### src/rtl/bee_pkg.sv
package bee_pkg;

	// Deepest nesting of open operator frames.
	localparam int MAX_NESTING = 32;
	// Address width of the frame memory and width of the nesting level.
	localparam int ADDR_W = $clog2(MAX_NESTING);
	localparam int LVL_W  = $clog2(MAX_NESTING + 1);

	// Characters with a meaning of their own.
	localparam logic [7:0] CH_AND     = 8'h26; // '&'
	localparam logic [7:0] CH_OR      = 8'h7C; // '|'
	localparam logic [7:0] CH_NOT     = 8'h21; // '!'
	localparam logic [7:0] CH_CLOSE   = 8'h29; // ')'
	localparam logic [7:0] CH_FALSE   = 8'h66; // 'f'
	localparam logic [7:0] CH_LOWER_A = 8'h61; // 'a'
	localparam logic [7:0] CH_LOWER_Z = 8'h7A; // 'z'
	localparam logic [7:0] CH_UPPER_A = 8'h41; // 'A'
	localparam logic [7:0] CH_UPPER_Z = 8'h5A; // 'Z'

	typedef enum logic [1:0] {
		OP_AND = 2'd0,
		OP_OR  = 2'd1,
		OP_NOT = 2'd2
	} bee_op_t;

	typedef logic [ADDR_W-1:0] bee_addr_t;
	typedef logic [LVL_W-1:0]  bee_level_t;

	// One stack frame: its operator and running value.
	typedef struct packed {
		bee_op_t op;
		logic    acc;
	} bee_frame_t;

	// Result handed from the evaluator to the output register.
	typedef struct packed {
		logic valid;
		logic value;
		logic error;
	} bee_result_t;

	// Evaluator status seen by the top level.
	typedef struct packed {
		logic       busy;
		bee_level_t level;
	} bee_status_t;

	// Folds a value into a frame accumulator according to its operator.
	function automatic logic bee_fold(bee_op_t op, logic acc, logic v);
		logic r;
		unique case (op)
			OP_AND:  r = acc & v;
			OP_OR:   r = acc | v;
			default: r = v;
		endcase
		return r;
	endfunction

	// True for A-Z and a-z.
	function automatic logic bee_is_letter(logic [7:0] ch);
		return ((ch >= CH_LOWER_A) && (ch <= CH_LOWER_Z)) ||
			((ch >= CH_UPPER_A) && (ch <= CH_UPPER_Z));
	endfunction

endpackage

### src/rtl/bee_frame_mem.sv
module bee_frame_mem (
	input  logic                clk,
	input  logic                arst_n,
	input  logic                wr_en,
	input  bee_pkg::bee_addr_t  wr_addr,
	input  bee_pkg::bee_frame_t wr_data,
	input  bee_pkg::bee_addr_t  rd_addr,
	output bee_pkg::bee_frame_t rd_data
);

	bee_pkg::bee_frame_t frame_mem [bee_pkg::MAX_NESTING];
	bee_pkg::bee_frame_t rd_data_q;
	bee_pkg::bee_frame_t byp_data_q;
	logic                byp_hit_q;

	// Single write port, one registered read port, read-first in the array itself.
	always_ff @(posedge clk) begin
		if (wr_en) begin
			frame_mem[wr_addr] <= wr_data;
		end
		rd_data_q  <= frame_mem[rd_addr];
		byp_data_q <= wr_data;
	end

	// A write and a read of the same entry in one cycle forward the new data.
	always_ff @(posedge clk or negedge arst_n) begin
		if (!arst_n) begin
			byp_hit_q <= 1'b0;
		end else begin
			byp_hit_q <= wr_en && (wr_addr == rd_addr);
		end
	end

	assign rd_data = byp_hit_q ? byp_data_q : rd_data_q;

endmodule

### src/rtl/bee_core.sv
module bee_core (
	input  logic                 clk,
	input  logic                 arst_n,
	input  logic                 step_en,
	input  logic [7:0]           symbol,
	input  logic                 last_symbol,
	input  logic                 out_space,
	output bee_pkg::bee_result_t res,
	output bee_pkg::bee_status_t status
);

	typedef enum logic [1:0] {
		ST_RUN    = 2'b01,
		ST_UNWIND = 2'b10
	} bee_state_t;

	bee_state_t          state_q, state_d;
	bee_pkg::bee_level_t level_q, level_d;
	logic                top_val_q, top_val_d;
	logic                err_q, err_d;
	bee_pkg::bee_op_t    top_op_q, top_op_d;
	logic                top_acc_q, top_acc_d;

	logic                wr_en;
	bee_pkg::bee_addr_t  wr_addr;
	bee_pkg::bee_frame_t wr_data;
	bee_pkg::bee_addr_t  rd_addr;
	bee_pkg::bee_frame_t below;

	logic                pop_v;
	logic                pop_acc;
	logic                lit;
	bee_pkg::bee_op_t    new_op;
	logic                is_op;

	// The frame under the top one, always read at the address that the next level needs.
	bee_frame_mem u_frame_mem (
		.clk     (clk),
		.arst_n  (arst_n),
		.wr_en   (wr_en),
		.wr_addr (wr_addr),
		.wr_data (wr_data),
		.rd_addr (rd_addr),
		.rd_data (below)
	);

	// Closing the top frame yields its value, folded into the frame below.
	assign pop_v   = top_acc_q ^ (top_op_q == bee_pkg::OP_NOT);
	assign pop_acc = bee_pkg::bee_fold(below.op, below.acc, pop_v);
	assign lit     = (symbol != bee_pkg::CH_FALSE);

	// Operator decode.
	always_comb begin
		is_op  = 1'b1;
		new_op = bee_pkg::OP_AND;
		priority if (symbol == bee_pkg::CH_AND) begin
			new_op = bee_pkg::OP_AND;
		end else if (symbol == bee_pkg::CH_OR) begin
			new_op = bee_pkg::OP_OR;
		end else if (symbol == bee_pkg::CH_NOT) begin
			new_op = bee_pkg::OP_NOT;
		end else begin
			is_op = 1'b0;
		end
	end

	// Next-state logic: one character per cycle while step_en is set, then one frame per cycle while unwinding.
	always_comb begin
		state_d   = state_q;
		level_d   = level_q;
		top_val_d = top_val_q;
		err_d     = err_q;
		top_op_d  = top_op_q;
		top_acc_d = top_acc_q;
		wr_en     = 1'b0;
		wr_addr   = bee_pkg::bee_addr_t'(level_q - 1'b1);
		wr_data   = '{op: top_op_q, acc: top_acc_q};
		res       = '0;
		unique case (state_q)
			ST_RUN: begin
				if (step_en) begin
					priority if (bee_pkg::bee_is_letter(symbol)) begin
						if (level_q == '0) begin
							top_val_d = lit;
						end else begin
							top_acc_d = bee_pkg::bee_fold(top_op_q, top_acc_q, lit);
						end
					end else if (is_op) begin
						if (level_q == bee_pkg::bee_level_t'(bee_pkg::MAX_NESTING)) begin
							err_d = 1'b1;
						end else begin
							// The old top frame moves into memory.
							wr_en     = (level_q != '0);
							top_op_d  = new_op;
							top_acc_d = (new_op != bee_pkg::OP_OR);
							level_d   = level_q + 1'b1;
						end
					end else if (symbol == bee_pkg::CH_CLOSE) begin
						if (level_q == '0) begin
							err_d = 1'b1;
						end else begin
							level_d = level_q - 1'b1;
							if (level_q == bee_pkg::bee_level_t'(1)) begin
								top_val_d = pop_v;
							end else begin
								top_op_d  = below.op;
								top_acc_d = pop_acc;
							end
						end
					end else begin
						// Any other character leaves the stack as it is.
					end
					if (last_symbol) begin
						if (level_d == '0) begin
							res.valid = 1'b1;
							res.value = top_val_d;
							res.error = err_d;
							top_val_d = 1'b0;
							err_d     = 1'b0;
						end else begin
							state_d = ST_UNWIND;
						end
					end
				end
			end
			ST_UNWIND: begin
				if (level_q != '0) begin
					level_d = level_q - 1'b1;
					if (level_q == bee_pkg::bee_level_t'(1)) begin
						top_val_d = pop_v;
					end else begin
						top_op_d  = below.op;
						top_acc_d = pop_acc;
					end
				end else if (out_space) begin
					res.valid = 1'b1;
					res.value = top_val_q;
					res.error = err_q;
					top_val_d = 1'b0;
					err_d     = 1'b0;
					state_d   = ST_RUN;
				end
			end
			default: begin
				state_d = ST_RUN;
			end
		endcase
	end

	assign rd_addr = bee_pkg::bee_addr_t'(level_d - bee_pkg::bee_level_t'(2));

	// Control state.
	always_ff @(posedge clk or negedge arst_n) begin
		if (!arst_n) begin
			state_q   <= ST_RUN;
			level_q   <= '0;
			top_val_q <= 1'b0;
			err_q     <= 1'b0;
		end else begin
			state_q   <= state_d;
			level_q   <= level_d;
			top_val_q <= top_val_d;
			err_q     <= err_d;
		end
	end

	// Top frame, held in registers.
	always_ff @(posedge clk) begin
		top_op_q  <= top_op_d;
		top_acc_q <= top_acc_d;
	end

	assign status.busy  = (state_q == ST_UNWIND);
	assign status.level = level_q;

endmodule

### src/rtl/boolean_expression_evaluator.sv
// Timing: an item without the last mark produces no result. A last item puts its result in the
// output register in the cycle after acceptance when no frame is open; else the frames still
// open are closed one per cycle through the frame memory read port before the result is written.
// Throughput: one item per cycle; last items wait for output room; input stalls while unwinding.
// Reset: arst_n clears the nesting level, top-level value, error flag and output valid at once;
// the frame memory is not cleared, and only entries below the nesting level are ever used.
module boolean_expression_evaluator (
	input  logic       clk,
	input  logic       arst_n,
	input  logic       in_valid,
	output logic       in_ready,
	input  logic [7:0] symbol,
	input  logic       last_symbol,
	output logic       out_valid,
	input  logic       out_ready,
	output logic       value,
	output logic       error
);

	bee_pkg::bee_result_t res;
	bee_pkg::bee_status_t status;
	logic                 out_valid_q;
	logic                 value_q;
	logic                 error_q;
	logic                 out_space;
	logic                 step_en;

	// A last item needs room in the output register; other items never wait for it.
	assign out_space = !out_valid_q || out_ready;
	assign in_ready  = !status.busy && (out_space || !last_symbol);
	assign step_en   = in_valid && in_ready;

	bee_core u_core (
		.clk         (clk),
		.arst_n      (arst_n),
		.step_en     (step_en),
		.symbol      (symbol),
		.last_symbol (last_symbol),
		.out_space   (out_space),
		.res         (res),
		.status      (status)
	);

	// Output register.
	always_ff @(posedge clk or negedge arst_n) begin
		if (!arst_n) begin
			out_valid_q <= 1'b0;
		end else if (res.valid) begin
			out_valid_q <= 1'b1;
		end else if (out_ready) begin
			out_valid_q <= 1'b0;
		end
	end

	always_ff @(posedge clk) begin
		if (res.valid) begin
			value_q <= res.value;
			error_q <= res.error;
		end
	end

	assign out_valid = out_valid_q;
	assign value     = value_q;
	assign error     = error_q;

`ifndef SYNTH
	// A new result never overwrites one that has not been taken.
	a_no_overwrite: assert property (@(posedge clk) disable iff (!arst_n)
		res.valid |-> out_space)
		else $error("result produced while output register is occupied");

	// The nesting level stays within the stack.
	a_level_bound: assert property (@(posedge clk) disable iff (!arst_n)
		status.level <= bee_pkg::bee_level_t'(bee_pkg::MAX_NESTING))
		else $error("nesting level beyond stack depth");

	// Unwinding closes exactly one frame per cycle.
	a_unwind_step: assert property (@(posedge clk) disable iff (!arst_n)
		(status.busy && (status.level != '0)) |=>
		(status.level == $past(status.level) - 1'b1))
		else $error("unwind did not close one frame");

	// Each result leaves the stack empty for the next expression.
	a_empty_after_result: assert property (@(posedge clk) disable iff (!arst_n)
		res.valid |=> (status.level == '0) && !status.busy)
		else $error("stack not empty after result");
`endif

endmodule
### config.mk
export PLATFORM = sky130hd
export DESIGN_NAME = boolean_expression_evaluator
export DESIGN_NICKNAME = d
export VERILOG_FILES = /design/src/rtl/bee_pkg.sv /design/src/rtl/bee_frame_mem.sv /design/src/rtl/bee_core.sv /design/src/rtl/boolean_expression_evaluator.sv
export SDC_FILE = /design/constraint.sdc
export NUM_CORES = 1
export LEC_CHECK = 0
export BUFFER_PORTS_ARGS = -buffer_cell sky130_fd_sc_hd__buf_2
export CAP_MARGIN = 20
export CORE_MARGIN = 10
export CORE_UTILIZATION = 50
export DETAILED_ROUTE_END_ITERATION = 6
export GPL_ROUTABILITY_DRIVEN = 0
export HOLD_SLACK_MARGIN = 0.05
export PLACE_DENSITY = 0.69
export REMOVE_ABC_BUFFERS = 1
export SLEW_MARGIN = 20
export SYNTH_ARGS = -nofsm -noshare
export SYNTH_HDL_FRONTEND = slang
export SYNTH_SLANG_ARGS = --single-unit
### constraint.sdc
create_clock -name clk -period 4.2 [get_ports clk]
set_input_delay 0.21 -clock clk [delete_from_list [all_inputs] [get_ports clk]]
set_output_delay 0.21 -clock clk [all_outputs]
set_load 0.02 [all_outputs]
==> flow_metrics.tcl, run 1 <==
set metrics [dict create \
    ir_worst_vdd_uv 606 \
    crit_arrival_ns 4.32 \
    cts_root_buffer "clkbuf_16" \
    die_w_um 134 \
    synth_ff_type "edfxtp_1" \
    crit_required_ns 4.55 \
    hold_violations 0 \
    period_minus_slack_ns 3.97 \
    vias_per_cell 6.76 \
    max_freq_mhz 252 \
    die_y_um 134 \
    cts_setup_buffers 0 \
    status "completed" \
    timing.slew.headroom_pct 21.0 \
    worstPathMaxFanout 23 \
    clockBufferDepth 2 \
    avgSynthCellArea_sq_um 10.8 \
    post_drt_wl_per_cell_um 22.2 \
    hp-class "in -> reg" \
    drc 0 \
    clkTransAtPathRegs_ns 0.05 \
    drive_above_1_share_pct 15.8 \
    synthArstFlopShare_pct 10.1 \
    critPathLaunchType "flop" \
    grt_usage_pct 20.3 \
    initial_core_util_pct 51.4 \
    rows 41 \
    synth_top_cell_area_share_pct 46.4 \
    core_sq_um 12700 \
    synth_area_sq_um 6540 \
    leakagePower_nw 2.53 \
    synth_enable_flop_cells 101 \
    skew_ns 0.00962 \
    route.vias.total 5522 \
    seq_area_sq_um 3450 \
    cts.sinks 119 \
    htreeDepth 4 \
    drt_iter0_markers 789 \
    tightest_slew_ns 1.18 \
    max-cap-violations 0 \
    n_antenna_cell 0 \
    final_max_slew_viol_count 0 \
    timing.hold.ws_ns 0.187 \
    ys_types 77 \
    grt_pass1_wl_um 28700 \
    io_pins 17 \
    synth.area.top_cells "edfxtp_1, dfrtp_1, a211oi_1, a2111oi_0, nor2_1" \
    first_global_vias 5151 \
    p_total_mw 6.16 \
    worst_skew_pair.late_latency_ns 0.42 \
    critPathKind "reg -> reg" \
    cts_tree "done" \
    die_area_sq_um 18100 \
    cts_made_buffers 17 \
    hpwl_um 12500 \
    yosys_warnings 0 \
    ys_ff_latch 119 \
    multi_input_area_sq_um 2820 \
    yosysSeqAreaShare_pct 52.8 \
    yosys.area.top_type "edfxtp_1" \
    endpoint_kind "flop" \
    antenna_found_initial 0 \
    drt_wl_total_um 18200 \
    power.density_nw_per_um2 820 \
    drt_first_pass_iters 5 \
    grt_max_degree 68 \
    rsz0062_at_grt "false" \
    detail-route-antenna-nets 0 \
    syn_inst 605 \
    port-buffer-count 16 \
    setup_viol 0 \
    grt-ovfl-total 0 \
    area_growth_pct 14.8 \
    nNetsFinal 654 \
    finalCritPeriodShare_pct 94.5 \
    nFillCells 1045 \
]
## cell families after synthesis
| family | Yosys count | share of synthesized area [%] |
|---|---|---|
| buf+inv | 59 | 4.17 |
| mux | 18 | 2.87 |
| xor+xnor | 7 | 1.05 |
| flops | 119 | 52.8 |
| simple gates | 226 | 18.7 |
| compound gates | 167 | 18.7 |
| fa+ha+maj | 9 | 1.72 |
## cells in the final DEF (no fill, tap or decap), types with 3 or more instances in the layout
master     count
edfxtp_1     101
buf_2         16
nor4_1        18
nand4b_1       6
nand3_1       14
nor2b_1        6
bufinv_16      4
nand2_1       47
ha_1           9
mux2_2         6
a2111oi_1      3
dfxtp_1        6
a211o_1        3
clkbuf_16     17
inv_1         15
a21oi_1       21
nor2_1        48
dfrtp_1       11
nand4_1       18
and4b_1        4
mux2i_1       12
clkbuf_1       6
xnor2_1        6
o2111ai_1      5
a211oi_1      34
and3_1         3
a31oi_1       12
o22ai_1        3
o21ai_0       28
or3_1          5
o21ai_1        5
buf_4         33
a32oi_1        6
a2111oi_0     18
nor3b_2        3
nor3_1        27
nand2b_1       6
## where the power goes
group	internal (mW)	total (mW)	switching (mW)
Combinational	1.04	3.05	2.01
Clock	0.988	1.48	0.496
Sequential	1.54	1.62	0.0815
Total	3.57	6.16	2.59
## stage by stage
stage	std cells	setup slack, ns	util (%)	setup TNS (ns)	cell area [sq um]
global route	817	0.00577	59.0	0	7510
global placement	784	0.391	54.2	0	6900
floorplan	562	-0.458	-	-1.01	6330
CTS	817	0.243	59.0	0	7500
finish	817	0.233	59.0	0	7510
detailed placement	784	0.261	54.2	0	6900
## synthesized netlist by cell type (3+ instances only)
library cell	n
and3_1	3
nor3_1	27
nor2_1	48
nor3b_2	3
dfxtp_1	6
buf_6	3
mux2_2	6
buf_2	12
o21ai_1	5
buf_4	3
a211o_1	3
nand2_1	47
a211oi_1	34
o2111ai_1	5
o21ai_0	28
nand4b_1	6
nand2b_1	6
nand3_1	14
a2111oi_0	21
xnor2_1	6
a32oi_1	6
or3_1	5
nor2b_1	6
dfrtp_1	11
nand4_1	18
a21oi_1	21
inv_1	15
mux2i_1	12
and4b_1	4
edfxtp_1	101
ha_1	9
clkbuf_1	23
a31oi_1	12
nor4_1	18
o22ai_1	3
## per-layer routing
layer	GRT usage [%]	share of wire, %	vias to the layer above
met5	0	0	-
met4	8.10	3.4	0
met3	5.90	9.5	63
met2	31.9	46	361
met1	25.8	41	2635
li1	-	-	2463
## final cells by class
type	instances	share of cell area, %
flip-flops and latches	119	46.0
multi-input cells	427	37.6
clock buffers	23	5.96
repair buffers	51	4.77
well taps	172	2.87
clock inverters	9	2.00
inverters	16	0.833
## critical path, stage by stage, from the launching register on
cell and delay, ns:
dfstp_2 0.53, inv_1 0.05, ha_1 0.30, or3b_1 0.37, o22ai_1 0.19, nand2_2 0.17, a221oi_4 0.38, nand2_4 0.09
inv_4 0.07, ha_1 0.24, buf_4 0.22, o21ai_1 0.10, buf_4 0.22, a211oi_1 0.09, nor4_1 0.40, and4b_1 0.25
mux2i_1 0.07, mux2i_1 0.14
## repair_timing
| action | CTS | global route |
|---|---|---|
| resized for setup | 0 | 4 |
| hold buffers | 1 | 0 |
| endpoints found under the setup margin | 0 | 1 |
| endpoints found under the hold margin | 12 | 0 |
## sequential cells by signal (all words and copies together) (netlist names)
register and flops:
u_core.u_frame_mem.frame_mem 96, u_core.level_q 6, u_core.u_frame_mem.byp_data_q 3, u_core.u_frame_mem.rd_data_q 3, u_core.state_q 2, u_core.top_op_q 2, error 1, out_valid 1
u_core.err_q 1, u_core.top_acc_q 1, u_core.top_val_q 1, u_core.u_frame_mem.byp_hit_q 1, value 1
## path summary, 6_finish.rpt
kind	startpoint	to	slack [ns]	cells past startpoint
setup / recovery	u_core.state_q[0]$_DFFE_PN1P_	u_core.u_frame_mem.rd_data_q[1]$_DFF_P_	0.23	17
hold / removal	out_ready	out_valid$_DFFE_PN0P_	0.19	3
setup reg to reg	u_core.state_q[0]$_DFFE_PN1P_	u_core.u_frame_mem.rd_data_q[1]$_DFF_P_	0.23	17
hold reg to reg	u_core.state_q[0]$_DFFE_PN1P_	u_core.state_q[0]$_DFFE_PN1P_	0.50	2
max in group asynchronous	arst_n	u_core.state_q[0]$_DFFE_PN1P_	3.67	2
min in group asynchronous	arst_n	u_core.level_q[1]$_DFF_PN0_	0.23	2
Note: power is estimated with default switching activity, not from simulation.
==> run 2, diff against run 1 <==
--- a/config.mk
+++ b/config.mk
@@ -13,8 +13,8 @@
 export GPL_ROUTABILITY_DRIVEN = 0
 export HOLD_SLACK_MARGIN = 0.05
 export PLACE_DENSITY = 0.69
+export RECOVER_POWER = 50
 export REMOVE_ABC_BUFFERS = 1
-export SLEW_MARGIN = 20
 export SYNTH_ARGS = -nofsm -noshare
 export SYNTH_HDL_FRONTEND = slang
 export SYNTH_SLANG_ARGS = --single-unit
==> run 2 against run 1 <==
  * The flow now finishes with violations (DRC, capacitance limit, slew limit)
  * Non-clock buffer count stayed put
  * Wire length hardly changed
  * Clock power hardly changed
  * Sequential cell count stayed put
  * Critical path type unchanged
  * Largest cell class unchanged
==> flow_metrics.tcl, run 2 (synthesis results as in run 1) <==
set metrics [dict create \
    setup_slack_ns 0.246 \
    hpwl_um 12500 \
    ir_worst_vdd_uv 606 \
    power_switching_share_pct 42.0 \
    top_regs "u_core.u_frame_mem.frame_mem (96), u_core.level_q (6)" \
    hold_violations 0 \
    p_clk_share_pct 24.1 \
    whs_path_depth 3 \
    setup_viol 0 \
    cp-startpoint "u_core.state_q[0]$_DFFE_PN1P_" \
    drt_first_pass_iters 7 \
    worstPathMaxFanout 23 \
    die_w_um 134 \
    drc 1 \
    path_buf_inv 4 \
    pwr-share-comb_pct 49.3 \
    n_antenna_cell 0 \
    p_switching_mw 2.59 \
    io_pins 17 \
    vias_per_cell 6.71 \
    grt_busiest_layer "met2" \
    grtUsageMet1_pct 25.8 \
    timing.slew.headroom_pct -14.5 \
    die_area_sq_um 18100 \
    antenna_found_initial 0 \
    crit_arrival_ns 4.24 \
    rr_startpoint "u_core.state_q[0]$_DFFE_PN1P_" \
    cp_slowest_cell "dfstp_2" \
    first_global_vias 5151 \
    die_y_um 134 \
    detail-route-antenna-nets 0 \
    cts_root_buffer "clkbuf_16" \
    clockBufferDepth 2 \
    cts_setup_buffers 0 \
    regMostFlops "u_core.u_frame_mem.frame_mem" \
    largest_reg_flops 96 \
    htreeDepth 4 \
    final_cell_mix "edfxtp_1, nor2_1, nand2_1, a211oi_1, buf_4" \
    nFillCells 1050 \
    initial_core_util_pct 51.4 \
    hp-class "in -> reg" \
    final_common_cell "edfxtp_1" \
    status "complete, but fails checks" \
    final_max_slew_viol_count 113 \
    drt_iter0_markers 770 \
    core_sq_um 12700 \
    power.density_nw_per_um2 822 \
    rsz0062_at_grt "false" \
    area_growth_pct 14.5 \
    route.vias.total 5482 \
    skew_ns 0.00912 \
    critPathLaunchType "flop" \
    tightest_slew_ns 1.72 \
    rows 41 \
    grt_pass1_wl_um 28700 \
    grt_max_degree 68 \
    endpoint_kind "flop" \
    p_seq_share_pct 26.6 \
    period_minus_slack_ns 3.95 \
    violations "DRC, capacitance limit, slew limit" \
    cts_made_buffers 17 \
    nNetsFinal 654 \
    multi_input_area_sq_um 2820 \
    grt_usage_pct 20.3 \
    cts.sinks 119 \
    leakagePower_nw 2.50 \
    max_freq_mhz 253 \
    crit_cells 16 \
    max-cap-violations 3 \
    drive_above_1_share_pct 14.6 \
    seq_area_sq_um 3450 \
    clkTransAtPathRegs_ns 0.05 \
    post_drt_wl_per_cell_um 22.2 \
    pre_cts_slack_ns 0.261 \
    critPathTopFamily "compound AO/OA/AOI/OAI gates" \
    hold_start "out_ready" \
    crit_required_ns 4.49 \
    port-buffer-count 16 \
    reg2reg_depth 16 \
    p_int_mw 3.57 \
    use_met3_pct 5.90 \
    worst_skew_pair.late_latency_ns 0.42 \
    drt_wl_total_um 18100 \
    grt-ovfl-total 0 \
    critPathKind "reg -> reg" \
    crit_chain "inv_1 > ha_1 > or3b_1 > o22ai_1 > nand2_2 > a221oi_4 > nand2_4 > inv_4 > ha_1 > buf_4 > buf_4 > a2111oi_0 > nor4_1 > and4b_1 > mux2i_1 > mux2i_1" \
    cts_tree "done" \
    final_util_pct 58.9 \
    slowest_delay_ns 0.53 \
    grtUsageMet2_pct 31.9 \
    finalCritPeriodShare_pct 94.1 \
]
[run 2: changes by cell type in the layout (fill, tap and decap cells not counted), sizes merged]
cell    before  now
clkbuf      23   31
buf         50   42
[run 2: worst register-to-register path: cells and delay by family, from the launching register on]
family	cells	cell delay, ns
AO/OA/AOI/OAI	3	1.01
AND/OR/NAND/NOR	5	0.96
buffers and inverters	4	0.57
adder cells (fa/ha/maj)	2	0.54
flip-flops	1	0.53
multiplexers	2	0.23
[run 2: per-layer routing]
layer  share of wire, %  wire, um  vias up
li1                   -         -     2466
met1                 41      7520     2629
met2                 46      8390      333
met3                9.1      1660       54
met4                3.1       569        0
met5                  0         0        -
[run 2: area by class of cell]
class	count	area share, %
multi-input cells	427	37.7
inverters	16	0.835
repair buffers	51	4.54
well taps	172	2.87
clock buffers	23	5.98
flip-flops and latches	119	46.1
clock inverters	9	2.00
[run 2: path summary, 6_finish.rpt]
| path | to | slack (ns) |
|---|---|---|
| setup / recovery | u_core.u_frame_mem.rd_data_q[1]$_DFF_P_ | 0.25 |
| hold / removal | out_valid$_DFFE_PN0P_ | 0.19 |
| setup reg to reg | u_core.u_frame_mem.rd_data_q[1]$_DFF_P_ | 0.25 |
| hold reg to reg | u_core.state_q[0]$_DFFE_PN1P_ | 0.50 |
| max in group asynchronous | u_core.u_frame_mem.byp_hit_q$_DFF_PN0_ | 3.27 |
| min in group asynchronous | u_core.level_q[3]$_DFF_PN0_ | 0.42 |
[run 2: power groups by stage]
| stage | logic (mW) | registers, mW | clock network [mW] |
|---|---|---|---|
| floorplan | 1.84 | 1.76 | 0 |
| global placement | 2.89 | 1.64 | 0 |
| detailed placement | 2.95 | 1.64 | 0 |
| CTS | 2.96 | 1.62 | 1.49 |
| global route | 3.29 | 1.65 | 1.55 |
| finish | 3.04 | 1.64 | 1.48 |
[run 2: per-stage QoR]
| stage | TNS (ns) | total power, mW | hold WS [ns] | std cells | cell area (sq um) |
|---|---|---|---|---|---|
| after detailed placement | 0 | 4.59 | 0.122 | 784 | 6900 |
| after global routing | 0 | 6.49 | 0.250 | 817 | 7490 |
| after floorplan | -1.01 | 3.59 | -0.0856 | 562 | 6330 |
| final | 0 | 6.16 | 0.190 | 817 | 7490 |
| after global placement | 0 | 4.53 | 0.120 | 784 | 6900 |
| after CTS | 0 | 6.08 | 0.187 | 817 | 7500 |
[run 2: repair_timing]
item                                   CTS  global route
resized for setup                        0             4
endpoints found under the hold margin   12             0
setup endpoints to repair                0             1
hold buffers                             1             0
